## src/hw/rtl/tpmq_pkg.sv

```systemverilog
// Shared types and constants for the trip/parking motion qualifier.
// Holds the configuration register indexes and the structs passed between modules.
// No dependencies.
package tpmq_pkg;

    localparam int unsigned CfgAddrW = 2;
    localparam int unsigned CfgDataW = 32;
    localparam int unsigned TimeW    = 32;
    localparam int unsigned OdoW     = 32;

    localparam logic [CfgAddrW-1:0] CFG_IGN_STOP_EN          = 2'd0;
    localparam logic [CfgAddrW-1:0] CFG_MIN_TRIP_DURATION    = 2'd1;
    localparam logic [CfgAddrW-1:0] CFG_MIN_TRIP_DISTANCE    = 2'd2;
    localparam logic [CfgAddrW-1:0] CFG_MIN_PARKING_DURATION = 2'd3;

    localparam logic [TimeW-1:0] RST_MIN_TRIP_DURATION    = 32'd300;
    localparam logic [OdoW-1:0]  RST_MIN_TRIP_DISTANCE    = 32'd500;
    localparam logic [TimeW-1:0] RST_MIN_PARKING_DURATION = 32'd300;

    typedef struct packed {
        logic             ign_stop_en;
        logic [TimeW-1:0] min_trip_duration;
        logic [OdoW-1:0]  min_trip_distance;
        logic [TimeW-1:0] min_parking_duration;
    } t_cfg;

    typedef struct packed {
        logic             moving_now;
        logic [TimeW-1:0] fix_seconds;
        logic [OdoW-1:0]  odometer_meters;
        logic             ignition_present;
        logic             ignition_on;
    } t_report;

    typedef struct packed {
        logic event_raised;
        logic event_moving;
        logic motion_now;
    } t_result;

endpackage

```

## src/hw/rtl/tpmq_cfg_regs.sv

```systemverilog
// Configuration register bank of the motion qualifier.
// Depends on tpmq_pkg for register indexes, reset values and the t_cfg struct.
module tpmq_cfg_regs (
    input  logic                           i_clk,
    input  logic                           i_rst_n,
    input  logic                           i_cfg_we,
    input  logic [tpmq_pkg::CfgAddrW-1:0]  i_cfg_addr,
    input  logic [tpmq_pkg::CfgDataW-1:0]  i_cfg_data,
    output tpmq_pkg::t_cfg                 o_cfg
);
    import tpmq_pkg::*;

    t_cfg r_cfg;

    always_ff @(posedge i_clk) begin
        if (!i_rst_n) begin
            r_cfg.ign_stop_en          <= 1'b0;
            r_cfg.min_trip_duration    <= RST_MIN_TRIP_DURATION;
            r_cfg.min_trip_distance    <= RST_MIN_TRIP_DISTANCE;
            r_cfg.min_parking_duration <= RST_MIN_PARKING_DURATION;
        end else if (i_cfg_we) begin
            case (i_cfg_addr)
                CFG_IGN_STOP_EN: begin
                    r_cfg.ign_stop_en <= i_cfg_data[0];
                end
                CFG_MIN_TRIP_DURATION: begin
                    r_cfg.min_trip_duration <= i_cfg_data[TimeW-1:0];
                end
                CFG_MIN_TRIP_DISTANCE: begin
                    r_cfg.min_trip_distance <= i_cfg_data[OdoW-1:0];
                end
                CFG_MIN_PARKING_DURATION: begin
                    r_cfg.min_parking_duration <= i_cfg_data[TimeW-1:0];
                end
                default: begin
                end
            endcase
        end
    end

    assign o_cfg = r_cfg;

endmodule

```

## src/hw/rtl/tpmq_qualifier.sv

```systemverilog
// Motion state, confirmed streak and pending mark, with the per-report decision logic.
// Depends on tpmq_pkg for the t_cfg, t_report and t_result structs.
module tpmq_qualifier (
    input  logic              i_clk,
    input  logic              i_rst_n,
    input  logic              i_step,
    input  tpmq_pkg::t_report i_report,
    input  tpmq_pkg::t_cfg    i_cfg,
    output tpmq_pkg::t_result o_result
);
    import tpmq_pkg::*;

    logic             r_motion_flag;
    logic             r_confirmed_streak;
    logic             r_mark_armed;
    logic [TimeW-1:0] r_mark_seconds;
    logic [OdoW-1:0]  r_mark_meters;

    logic             n_motion_flag;
    logic             n_confirmed_streak;
    logic             n_mark_armed;
    logic [TimeW-1:0] n_mark_seconds;
    logic [OdoW-1:0]  n_mark_meters;

    logic [TimeW:0]   w_dt;
    logic [OdoW:0]    w_dd;
    logic             w_trip_time_ok;
    logic             w_trip_dist_ok;
    logic             w_park_time_ok;
    logic             w_ign_off;
    logic             w_fire;
    t_result          w_result;

    // The extra top bit of each difference is the borrow: a report that goes
    // backwards in time or distance never qualifies.
    assign w_dt = {1'b0, i_report.fix_seconds} - {1'b0, r_mark_seconds};
    assign w_dd = {1'b0, i_report.odometer_meters} - {1'b0, r_mark_meters};

    assign w_trip_time_ok = !w_dt[TimeW] && (w_dt[TimeW-1:0] >= i_cfg.min_trip_duration);
    assign w_trip_dist_ok = !w_dd[OdoW] && (w_dd[OdoW-1:0] >= i_cfg.min_trip_distance);
    assign w_park_time_ok = !w_dt[TimeW] && (w_dt[TimeW-1:0] >= i_cfg.min_parking_duration);
    assign w_ign_off      = i_cfg.ign_stop_en && i_report.ignition_present
                            && !i_report.ignition_on;

    assign w_fire = i_report.moving_now ? (w_trip_time_ok || w_trip_dist_ok)
                                        : (w_park_time_ok || w_ign_off);

    always_comb begin
        n_motion_flag      = r_motion_flag;
        n_confirmed_streak = r_confirmed_streak;
        n_mark_armed       = r_mark_armed;
        n_mark_seconds     = r_mark_seconds;
        n_mark_meters      = r_mark_meters;
        w_result           = '0;
        if (i_report.moving_now == r_motion_flag) begin
            if (r_mark_armed && w_fire) begin
                w_result.event_raised = 1'b1;
                w_result.event_moving = i_report.moving_now;
                n_confirmed_streak    = i_report.moving_now;
                n_mark_armed          = 1'b0;
                n_mark_seconds        = '0;
                n_mark_meters         = '0;
            end
        end else begin
            n_motion_flag = i_report.moving_now;
            if (r_confirmed_streak == i_report.moving_now) begin
                // Back to the confirmed state: drop the mark, the stale time is never read.
                n_mark_armed  = 1'b0;
                n_mark_meters = '0;
            end else begin
                n_mark_armed   = 1'b1;
                n_mark_seconds = i_report.fix_seconds;
                n_mark_meters  = i_report.odometer_meters;
            end
        end
        w_result.motion_now = n_motion_flag;
    end

    always_ff @(posedge i_clk) begin
        if (!i_rst_n) begin
            r_motion_flag      <= 1'b0;
            r_confirmed_streak <= 1'b0;
            r_mark_armed       <= 1'b0;
            r_mark_seconds     <= '0;
            r_mark_meters      <= '0;
        end else if (i_step) begin
            r_motion_flag      <= n_motion_flag;
            r_confirmed_streak <= n_confirmed_streak;
            r_mark_armed       <= n_mark_armed;
            r_mark_seconds     <= n_mark_seconds;
            r_mark_meters      <= n_mark_meters;
        end
    end

    assign o_result = w_result;

    a_armed_differs: assert property (@(posedge i_clk) disable iff (!i_rst_n)
        r_mark_armed |-> (r_motion_flag != r_confirmed_streak))
        else $error("pending mark held while state matches confirmed streak");

    a_idle_meters_zero: assert property (@(posedge i_clk) disable iff (!i_rst_n)
        !r_mark_armed |-> (r_mark_meters == '0))
        else $error("mark distance left over without a pending mark");

    a_event_clears_mark: assert property (@(posedge i_clk) disable iff (!i_rst_n)
        (i_step && w_result.event_raised) |=> (!r_mark_armed && r_mark_seconds == '0))
        else $error("mark not cleared after an event");

    a_event_kind: assert property (@(posedge i_clk) disable iff (!i_rst_n)
        w_result.event_raised |-> (w_result.event_moving == w_result.motion_now))
        else $error("event kind disagrees with motion state");

endmodule

```

## src/hw/rtl/trip_parking_motion_qualifier_core.sv

```systemverilog
// Top level of the trip/parking motion qualifier: input register, output register
// and handshake control. Depends on tpmq_pkg, tpmq_cfg_regs and tpmq_qualifier.
//
// A report is held in the input register, then its result in the output register.
// Throughput: one report per cycle; while a result waits in the output register under
// stall, the input register takes one more report and then stalls the input.
// Reset: synchronous, active low; clears the motion state, the pending mark and
// loads the register defaults (ignition stop disabled, 300 s, 500 m, 300 s).
module trip_parking_motion_qualifier_core (
    input  logic                           i_clk,
    input  logic                           i_rst_n,
    input  logic                           i_cfg_we,
    input  logic [tpmq_pkg::CfgAddrW-1:0]  i_cfg_addr,
    input  logic [tpmq_pkg::CfgDataW-1:0]  i_cfg_data,
    input  logic                           i_in_valid,
    output logic                           o_in_stall,
    input  logic                           i_moving_now,
    input  logic [tpmq_pkg::TimeW-1:0]     i_fix_seconds,
    input  logic [tpmq_pkg::OdoW-1:0]      i_odometer_meters,
    input  logic                           i_ignition_present,
    input  logic                           i_ignition_on,
    output logic                           o_out_valid,
    input  logic                           i_out_stall,
    output logic                           o_event_raised,
    output logic                           o_event_moving,
    output logic                           o_motion_now
);
    import tpmq_pkg::*;

    t_cfg    w_cfg;
    t_report r_in;
    logic    r_in_valid;
    t_result w_result;
    t_result r_out;
    logic    r_out_valid;
    logic    w_advance;

    tpmq_cfg_regs u_cfg (
        .i_clk      (i_clk),
        .i_rst_n    (i_rst_n),
        .i_cfg_we   (i_cfg_we),
        .i_cfg_addr (i_cfg_addr),
        .i_cfg_data (i_cfg_data),
        .o_cfg      (w_cfg)
    );

    tpmq_qualifier u_qual (
        .i_clk    (i_clk),
        .i_rst_n  (i_rst_n),
        .i_step   (w_advance),
        .i_report (r_in),
        .i_cfg    (w_cfg),
        .o_result (w_result)
    );

    // A report moves into the qualifier when the output register is free or drains.
    assign w_advance  = r_in_valid && (!r_out_valid || !i_out_stall);
    assign o_in_stall = r_in_valid && !w_advance;

    always_ff @(posedge i_clk) begin
        if (!i_rst_n) begin
            r_in_valid <= 1'b0;
        end else if (i_in_valid && !o_in_stall) begin
            r_in_valid <= 1'b1;
        end else if (w_advance) begin
            r_in_valid <= 1'b0;
        end
    end

    always_ff @(posedge i_clk) begin
        if (i_in_valid && !o_in_stall) begin
            r_in.moving_now       <= i_moving_now;
            r_in.fix_seconds      <= i_fix_seconds;
            r_in.odometer_meters  <= i_odometer_meters;
            r_in.ignition_present <= i_ignition_present;
            r_in.ignition_on      <= i_ignition_on;
        end
    end

    always_ff @(posedge i_clk) begin
        if (!i_rst_n) begin
            r_out_valid <= 1'b0;
        end else if (w_advance) begin
            r_out_valid <= 1'b1;
        end else if (!i_out_stall) begin
            r_out_valid <= 1'b0;
        end
    end

    always_ff @(posedge i_clk) begin
        if (w_advance) begin
            r_out <= w_result;
        end
    end

    assign o_out_valid    = r_out_valid;
    assign o_event_raised = r_out.event_raised;
    assign o_event_moving = r_out.event_moving;
    assign o_motion_now   = r_out.motion_now;

endmodule
```

## config.mk

```make
export PLATFORM = sky130hd
export DESIGN_NAME = trip_parking_motion_qualifier_core
export DESIGN_NICKNAME = d
export VERILOG_FILES = /design/src/hw/rtl/tpmq_pkg.sv /design/src/hw/rtl/tpmq_cfg_regs.sv /design/src/hw/rtl/tpmq_qualifier.sv /design/src/hw/rtl/trip_parking_motion_qualifier_core.sv
export SDC_FILE = /design/constraint.sdc
export NUM_CORES = 1
export LEC_CHECK = 0
export BUFFER_PORTS_ARGS = -buffer_cell sky130_fd_sc_hd__buf_2
export CAP_MARGIN = 20
export CORE_ASPECT_RATIO = 0.5
export CORE_MARGIN = 8
export CORE_UTILIZATION = 23
export CTS_BUF_LIST = sky130_fd_sc_hd__clkbuf_2 sky130_fd_sc_hd__clkbuf_4 sky130_fd_sc_hd__clkbuf_8
export CTS_CLUSTER_SIZE = 8
export DETAILED_ROUTE_END_ITERATION = 6
export GPL_TIMING_DRIVEN = 0
export HOLD_SLACK_MARGIN = 0.12
export SYNTH_ARGS = -nofsm -noshare
export SYNTH_HDL_FRONTEND = slang
export SYNTH_SLANG_ARGS = --single-unit
```

## constraint.sdc

```tcl
create_clock -name i_clk -period 8.34 [get_ports i_clk]
set_clock_uncertainty 0.1 [all_clocks]
set_input_delay 2.502 -clock i_clk [delete_from_list [all_inputs] [get_ports i_clk]]
set_output_delay 2.502 -clock i_clk [all_outputs]
set_load 0.05 [all_outputs]
```

==> results.ini, run 1 <==
[outcome]
status = complete, no violations

[setup_path]
end_kind = register
critPathCapture = u_qual.r_mark_meters[25]
required_ns = 8.72
start_kind = register
arrival_ns = 6.21
reg2reg_to = u_qual.r_mark_meters[25]
critPathKind = register to register
startpoint = r_in[5]
rrSetupSlack_ns = 2.51
crit_fanout = 10
rr_startpoint = r_in[5]
reg2reg_depth = 23

[sta]
hold_violations = 0
fin_crit_ns = 5.83
fin_crit_sh = 0.699
maxSlewHeadroom = 0.461
fmax_mhz = 172
tightest_slew_ns = 0.808
grt_setup_unrepaired = false
maxSlewViolCount = 0
setup-violations-final = 0
finalSetupTns_ns = 0

[cts]
cts_buffer_depth = 3
clk_latency_ns = 0.54
cts_buffers = 42
root_buffer = clkbuf_8
postCtsHoldBufs = 0
cts_max_level = 2
cts_resized = 0
path_clk_slew_ns = 0.06
cts_tree = built
post-cts-setup-buffers = 0
cts.sinks = 236

[floorplan]
die_area_mm2 = 0.0670
num_rows = 62
initial_core_util = 0.234
die_x_um = 358
io_pins = 111
die_y_um = 187
core_mm2 = 0.0576

[routing]
wl_per_cell_um = 14.0
drt_iter0_drc = 512
drc = 0
drt_first_pass_iters = 5
ant_nets = 0
vias = 10700
vias_per_cell = 4.37
totalWireLength_um = 34400

[place]
port_buffers = 108
dp_hpwl_um = 27300
place.gp.congestion = 0.831

[logic_synthesis]
ys_seq_elements = 236
yosysSeqAreaShare = 0.403
yosys.cell_types.count = 75
syn_area_per_cell_um2 = 9.03
ys.warnings.count = 0
postSynthCellCount = 1491
synth_top_area_cell = dfxtp_1
synth_ff_type = dfxtp_1
synth-edff-count = 70
synthTopCellsByArea = dfxtp_1, edfxtp_1, ha_1
synth_nets = 1761
syn-cell-area_mm2 = 0.0135
synth_top_area_share = 0.247
ys_async_sr_fraction = 0

[hold_path]
hold_path_class = register to register

[grt]
overflow = 0
grt_max_degree = 34
grt_pass1_wl_um = 55400
grt_usage = 0.100
antenna_found_initial = 7
grt_pass1_vias = 10700

[final_layout]
nNetsFinal = 1916
area_growth_pct = 18.3
drive_gt1_frac = 0.131
nFillCells = 6128

[power_and_ir_drop]
power.leakage_nw = 6.13
cellPowerDensity_mw_per_mm2 = 185
p_total_mw = 2.95
irDropWorstVdd_mv = 0.0988

[flow_run]
max-cap-violations = 0

[registers in the layout, summed over array words and instances (netlist names)]
name / count
o_event_moving: 1
o_event_raised: 1
o_motion_now: 1
o_out_valid: 1
r_in: 67
r_in_valid: 1
u_cfg.o_cfg: 97
u_qual.r_confirmed_streak: 1
u_qual.r_mark_armed: 1
u_qual.r_mark_meters: 32
u_qual.r_mark_seconds: 32
u_qual.r_motion_flag: 1
[placed cells by master (no fill, tap or decap), types with 38 or more instances in the layout]
cell	instances
xnor2_1	42
a21o_1	41
clkbuf_8	53
buf_2	109
clkbuf_1	40
ha_1	162
inv_1	185
o21ai_0	38
nand2_1	227
nor2_1	46
a21oi_1	172
edfxtp_1	70
dfxtp_1	166
[per-stage QoR]
stage	utilization	instance area [um2]	setup slack (ns)	hold slack, ns	cells
6_report	0.276	15900	2.51	0.352	2451
4_1_cts	0.276	15900	2.43	0.354	2446
3_5_place_dp	0.261	15000	2.45	0.347	2370
5_1_grt	0.276	15900	1.94	0.366	2451
2_1_floorplan	-	13500	1.84	0.336	1491
3_3_place_gp	0.260	15000	0.400	0.343	2367
[worst min path at each step]
stage                               start         endpoint  slack (ns)  cells past startpoint
after CTS                 u_cfg.o_cfg[82]  u_cfg.o_cfg[82]        0.35                      2
after global routing      u_cfg.o_cfg[71]  u_cfg.o_cfg[71]        0.37                      2
after floorplan           u_cfg.o_cfg[10]  u_cfg.o_cfg[10]        0.34                      2
after detailed placement  u_cfg.o_cfg[73]  u_cfg.o_cfg[73]        0.35                      2
after global placement     u_cfg.o_cfg[6]   u_cfg.o_cfg[6]        0.34                      2
final                     u_cfg.o_cfg[73]  u_cfg.o_cfg[73]        0.35                      2
[synth_stat cells (all sizes together) (18+ instances only)]
cell,n
clkbuf,40
a21o,41
xnor2,42
a32o,31
a21oi,174
ha,162
edfxtp,70
nand3,20
inv,186
a22o,32
nand2,229
nor2,46
dfxtp,166
o21ai,44
nand4,18
o211ai,19
[per-layer routing]
metal | vias up | wire length [um] | GRT usage | share of wire
met4 | 4 | 1280 | 0.0433 | 0.037
li1 | 5566 | - | - | -
met1 | 4900 | 14000 | 0.112 | 0.41
met2 | 177 | 17700 | 0.186 | 0.52
met5 | - | 19 | 0 | 0.00055
met3 | 69 | 1320 | 0.0179 | 0.038
[cell families (layout without fill, tap and decap cells)]
| family | Yosys count | count (layout) | synth area share |
|---|---|---|---|
| compound gates | 420 | 420 | 0.214 |
| simple gates | 380 | 380 | 0.125 |
| mux | 2 | 2 | 0.00149 |
| flops | 236 | 236 | 0.403 |
| fa+ha+maj | 164 | 164 | 0.153 |
| buf+inv | 236 | 423 | 0.0692 |
| xor+xnor | 53 | 53 | 0.0345 |
| other cells | 0 | 5 | 0 |
[critical path, stage by stage, from the launching register on]
cell and delay, ns:
edfxtp_1 0.40, ha_1 0.37, o21a_1 0.14, o31a_2 0.17
o21ai_2 0.09, o31ai_1 0.58, o211ai_1 0.25, a31oi_1 0.25
nand3_1 0.18, and2_1 0.21, o21ai_1 0.16, xor2_1 0.21
ha_1 0.28, nand4_1 0.12, inv_1 0.05, a221oi_1 0.30
o2bb2ai_1 0.09, nor3_1 0.29, nor2_1 0.09, a31oi_1 0.33
a21oi_4 0.16, o31ai_4 0.56, buf_6 0.25, a22o_1 0.14
[power breakdown]
part	switching, mW	total, mW	internal, mW	leakage [nW]
registers	0.0267	1.26	1.23	2.03
clock network	0.472	1.12	0.646	0.477
logic	0.330	0.573	0.243	3.62
total	0.829	2.95	2.12	6.13
[cell type report]
class	instances	area, um2	share of cell area
diodes	5	12.5	0.000785
plain buffers	50	234	0.0147
clock buffers	70	857	0.0538
clock inverters	6	32.5	0.00204
inverters	186	698	0.0438
multi-input cells	1019	7120	0.447
flip-flops and latches	236	5430	0.341
well taps	768	961	0.0603
repair buffers	111	588	0.0369
No activity file was read; power rests on OpenSTA's default activity.
==> run 2: changes to the inputs <==
clock period = 5.5 ns   (was 8.34 ns; I/O delays follow)
==> results.ini, run 2 (synthesis gave the netlist of run 1 again) <==
[place]
dp_hpwl_um = 27500
dpl_cell_area_mm2 = 0.0150
place.gp.congestion = 0.835
port_buffers = 108
dp_cells = 2370

[sta]
setup-violations-final = 0
finalSetupTns_ns = 0
maxSlewViolCount = 0
hold_violations = 0
fin_crit_ns = 5.32
maxSlewHeadroom = 0.445
fin_crit_sh = 0.967
tightest_slew_ns = 0.833
fmax_mhz = 188

[floorplan]
io_pins = 111
die_x_um = 358
die_y_um = 187
num_rows = 62
core_mm2 = 0.0576
initial_core_util = 0.234
die_area_mm2 = 0.0670

[cts]
clk_latency_ns = 0.55
root_buffer = clkbuf_8
path_clk_slew_ns = 0.06
cts.sinks = 236
cts_max_level = 2
cts_tree = built
postCtsHoldBufs = 0
cts_buffers = 43
cts_buffer_depth = 3

[power_and_ir_drop]
power.leakage_nw = 6.26
p_total_mw = 4.52
cellPowerDensity_mw_per_mm2 = 276
irDropWorstVdd_mv = 0.133

[flow_run]
max-cap-violations = 0

[outcome]
status = complete, no violations

[routing]
drc = 0
vias = 10900
drt_iter0_drc = 479
ant_nets = 0
totalWireLength_um = 35400
drt_first_pass_iters = 5
wl_per_cell_um = 14.3
vias_per_cell = 4.38

[final_layout]
area_growth_pct = 21.6
final_cell_mix = nand2_1, inv_1, dfxtp_1
final_area_mm2 = 0.0164
drive_gt1_frac = 0.163
fin_cells = 2479
utilization = 0.284
nNetsFinal = 1935
largest_reg_flops = 97
final_common_cell = nand2_1

[grt]
grt_max_degree = 33
grt_pass1_wl_um = 56700
grt_pass1_vias = 11000
antenna_found_initial = 11
grt_usage = 0.103
overflow = 0

[setup_path]
end_kind = register
start_kind = register
crit_fanout = 10
critPathKind = register to register
arrival_ns = 5.70
required_ns = 5.88

[hold_path]
hold_path_class = register to register

## run 2: path summary, 6_finish.rpt
kind | start | end | slack (ns) | cells past startpoint
setup / recovery | r_in[39] | u_qual.r_mark_meters[24] | 0.18 | 23
setup reg to reg | r_in[39] | u_qual.r_mark_meters[24] | 0.18 | 23
hold reg to reg | u_cfg.o_cfg[30] | u_cfg.o_cfg[30] | 0.35 | 2
hold / removal | u_cfg.o_cfg[30] | u_cfg.o_cfg[30] | 0.35 | 2
## run 2: report_power, final
| part | switching, mW | total [mW] | internal (mW) | leakage [nW] |
|---|---|---|---|---|
| Sequential | 0.0426 | 1.91 | 1.87 | 2.03 |
| Combinational | 0.533 | 0.941 | 0.407 | 3.75 |
| Clock | 0.732 | 1.67 | 0.940 | 0.474 |
## run 2: per-stage QoR
| stage | worst slack [ns] | hold WS, ns |
|---|---|---|
| floorplan | 0.891 | 0.336 |
| global placement | -0.582 | 0.344 |
| detailed placement | -0.645 | 0.347 |
| CTS | 0.0129 | 0.356 |
| global route | -0.0392 | 0.371 |
| finish | 0.184 | 0.353 |
## run 2: cell type report
cell class / instances / area, um2
tap: 768 / 961
inverter: 186 / 698
fill: 6159 / 41300
multi-input combinational: 1019 / 7420
clock inverter: 13 / 67.6
clock buffer: 67 / 810
buffer: 50 / 234
sequential: 236 / 5430
antenna: 11 / 27.5
timing repair buffer: 129 / 739
## run 2: timing repair
item | in CTS | in global routing
buffers inserted | 4 | 14
setup endpoints to repair | 68 | 68
resized for setup | 12 | 44
pin swaps | 3 | 30
## run 2: per-layer routing
| metal | track usage | routed length [um] | vias to the layer above |
|---|---|---|---|
| met3 | 0.0171 | 1100 | 78 |
| met1 | 0.113 | 14500 | 5031 |
| met4 | 0.0509 | 1560 | 2 |
| met5 | 0 | 10 | - |
| li1 | - | - | 5604 |
| met2 | 0.189 | 18300 | 148 |
## run 2: critical path: stages (launching register included)
cell and delay, ns:
edfxtp_1 0.41, ha_1 0.36, o211ai_1 0.32, a211oi_2 0.12, o21a_1 0.15, nor3_4 0.33, a211oi_4 0.12, o41ai_4 0.31
nand2b_1 0.09, a21oi_1 0.18, xnor2_1 0.23, ha_1 0.33, a21o_1 0.18, a21o_1 0.18, a21oi_1 0.20, o2111ai_2 0.22
a2111oi_4 0.35, a21oi_2 0.13, nand2_2 0.11, a21oi_4 0.09, o31ai_4 0.27, buf_12 0.17, buf_6 0.16, a22o_1 0.14
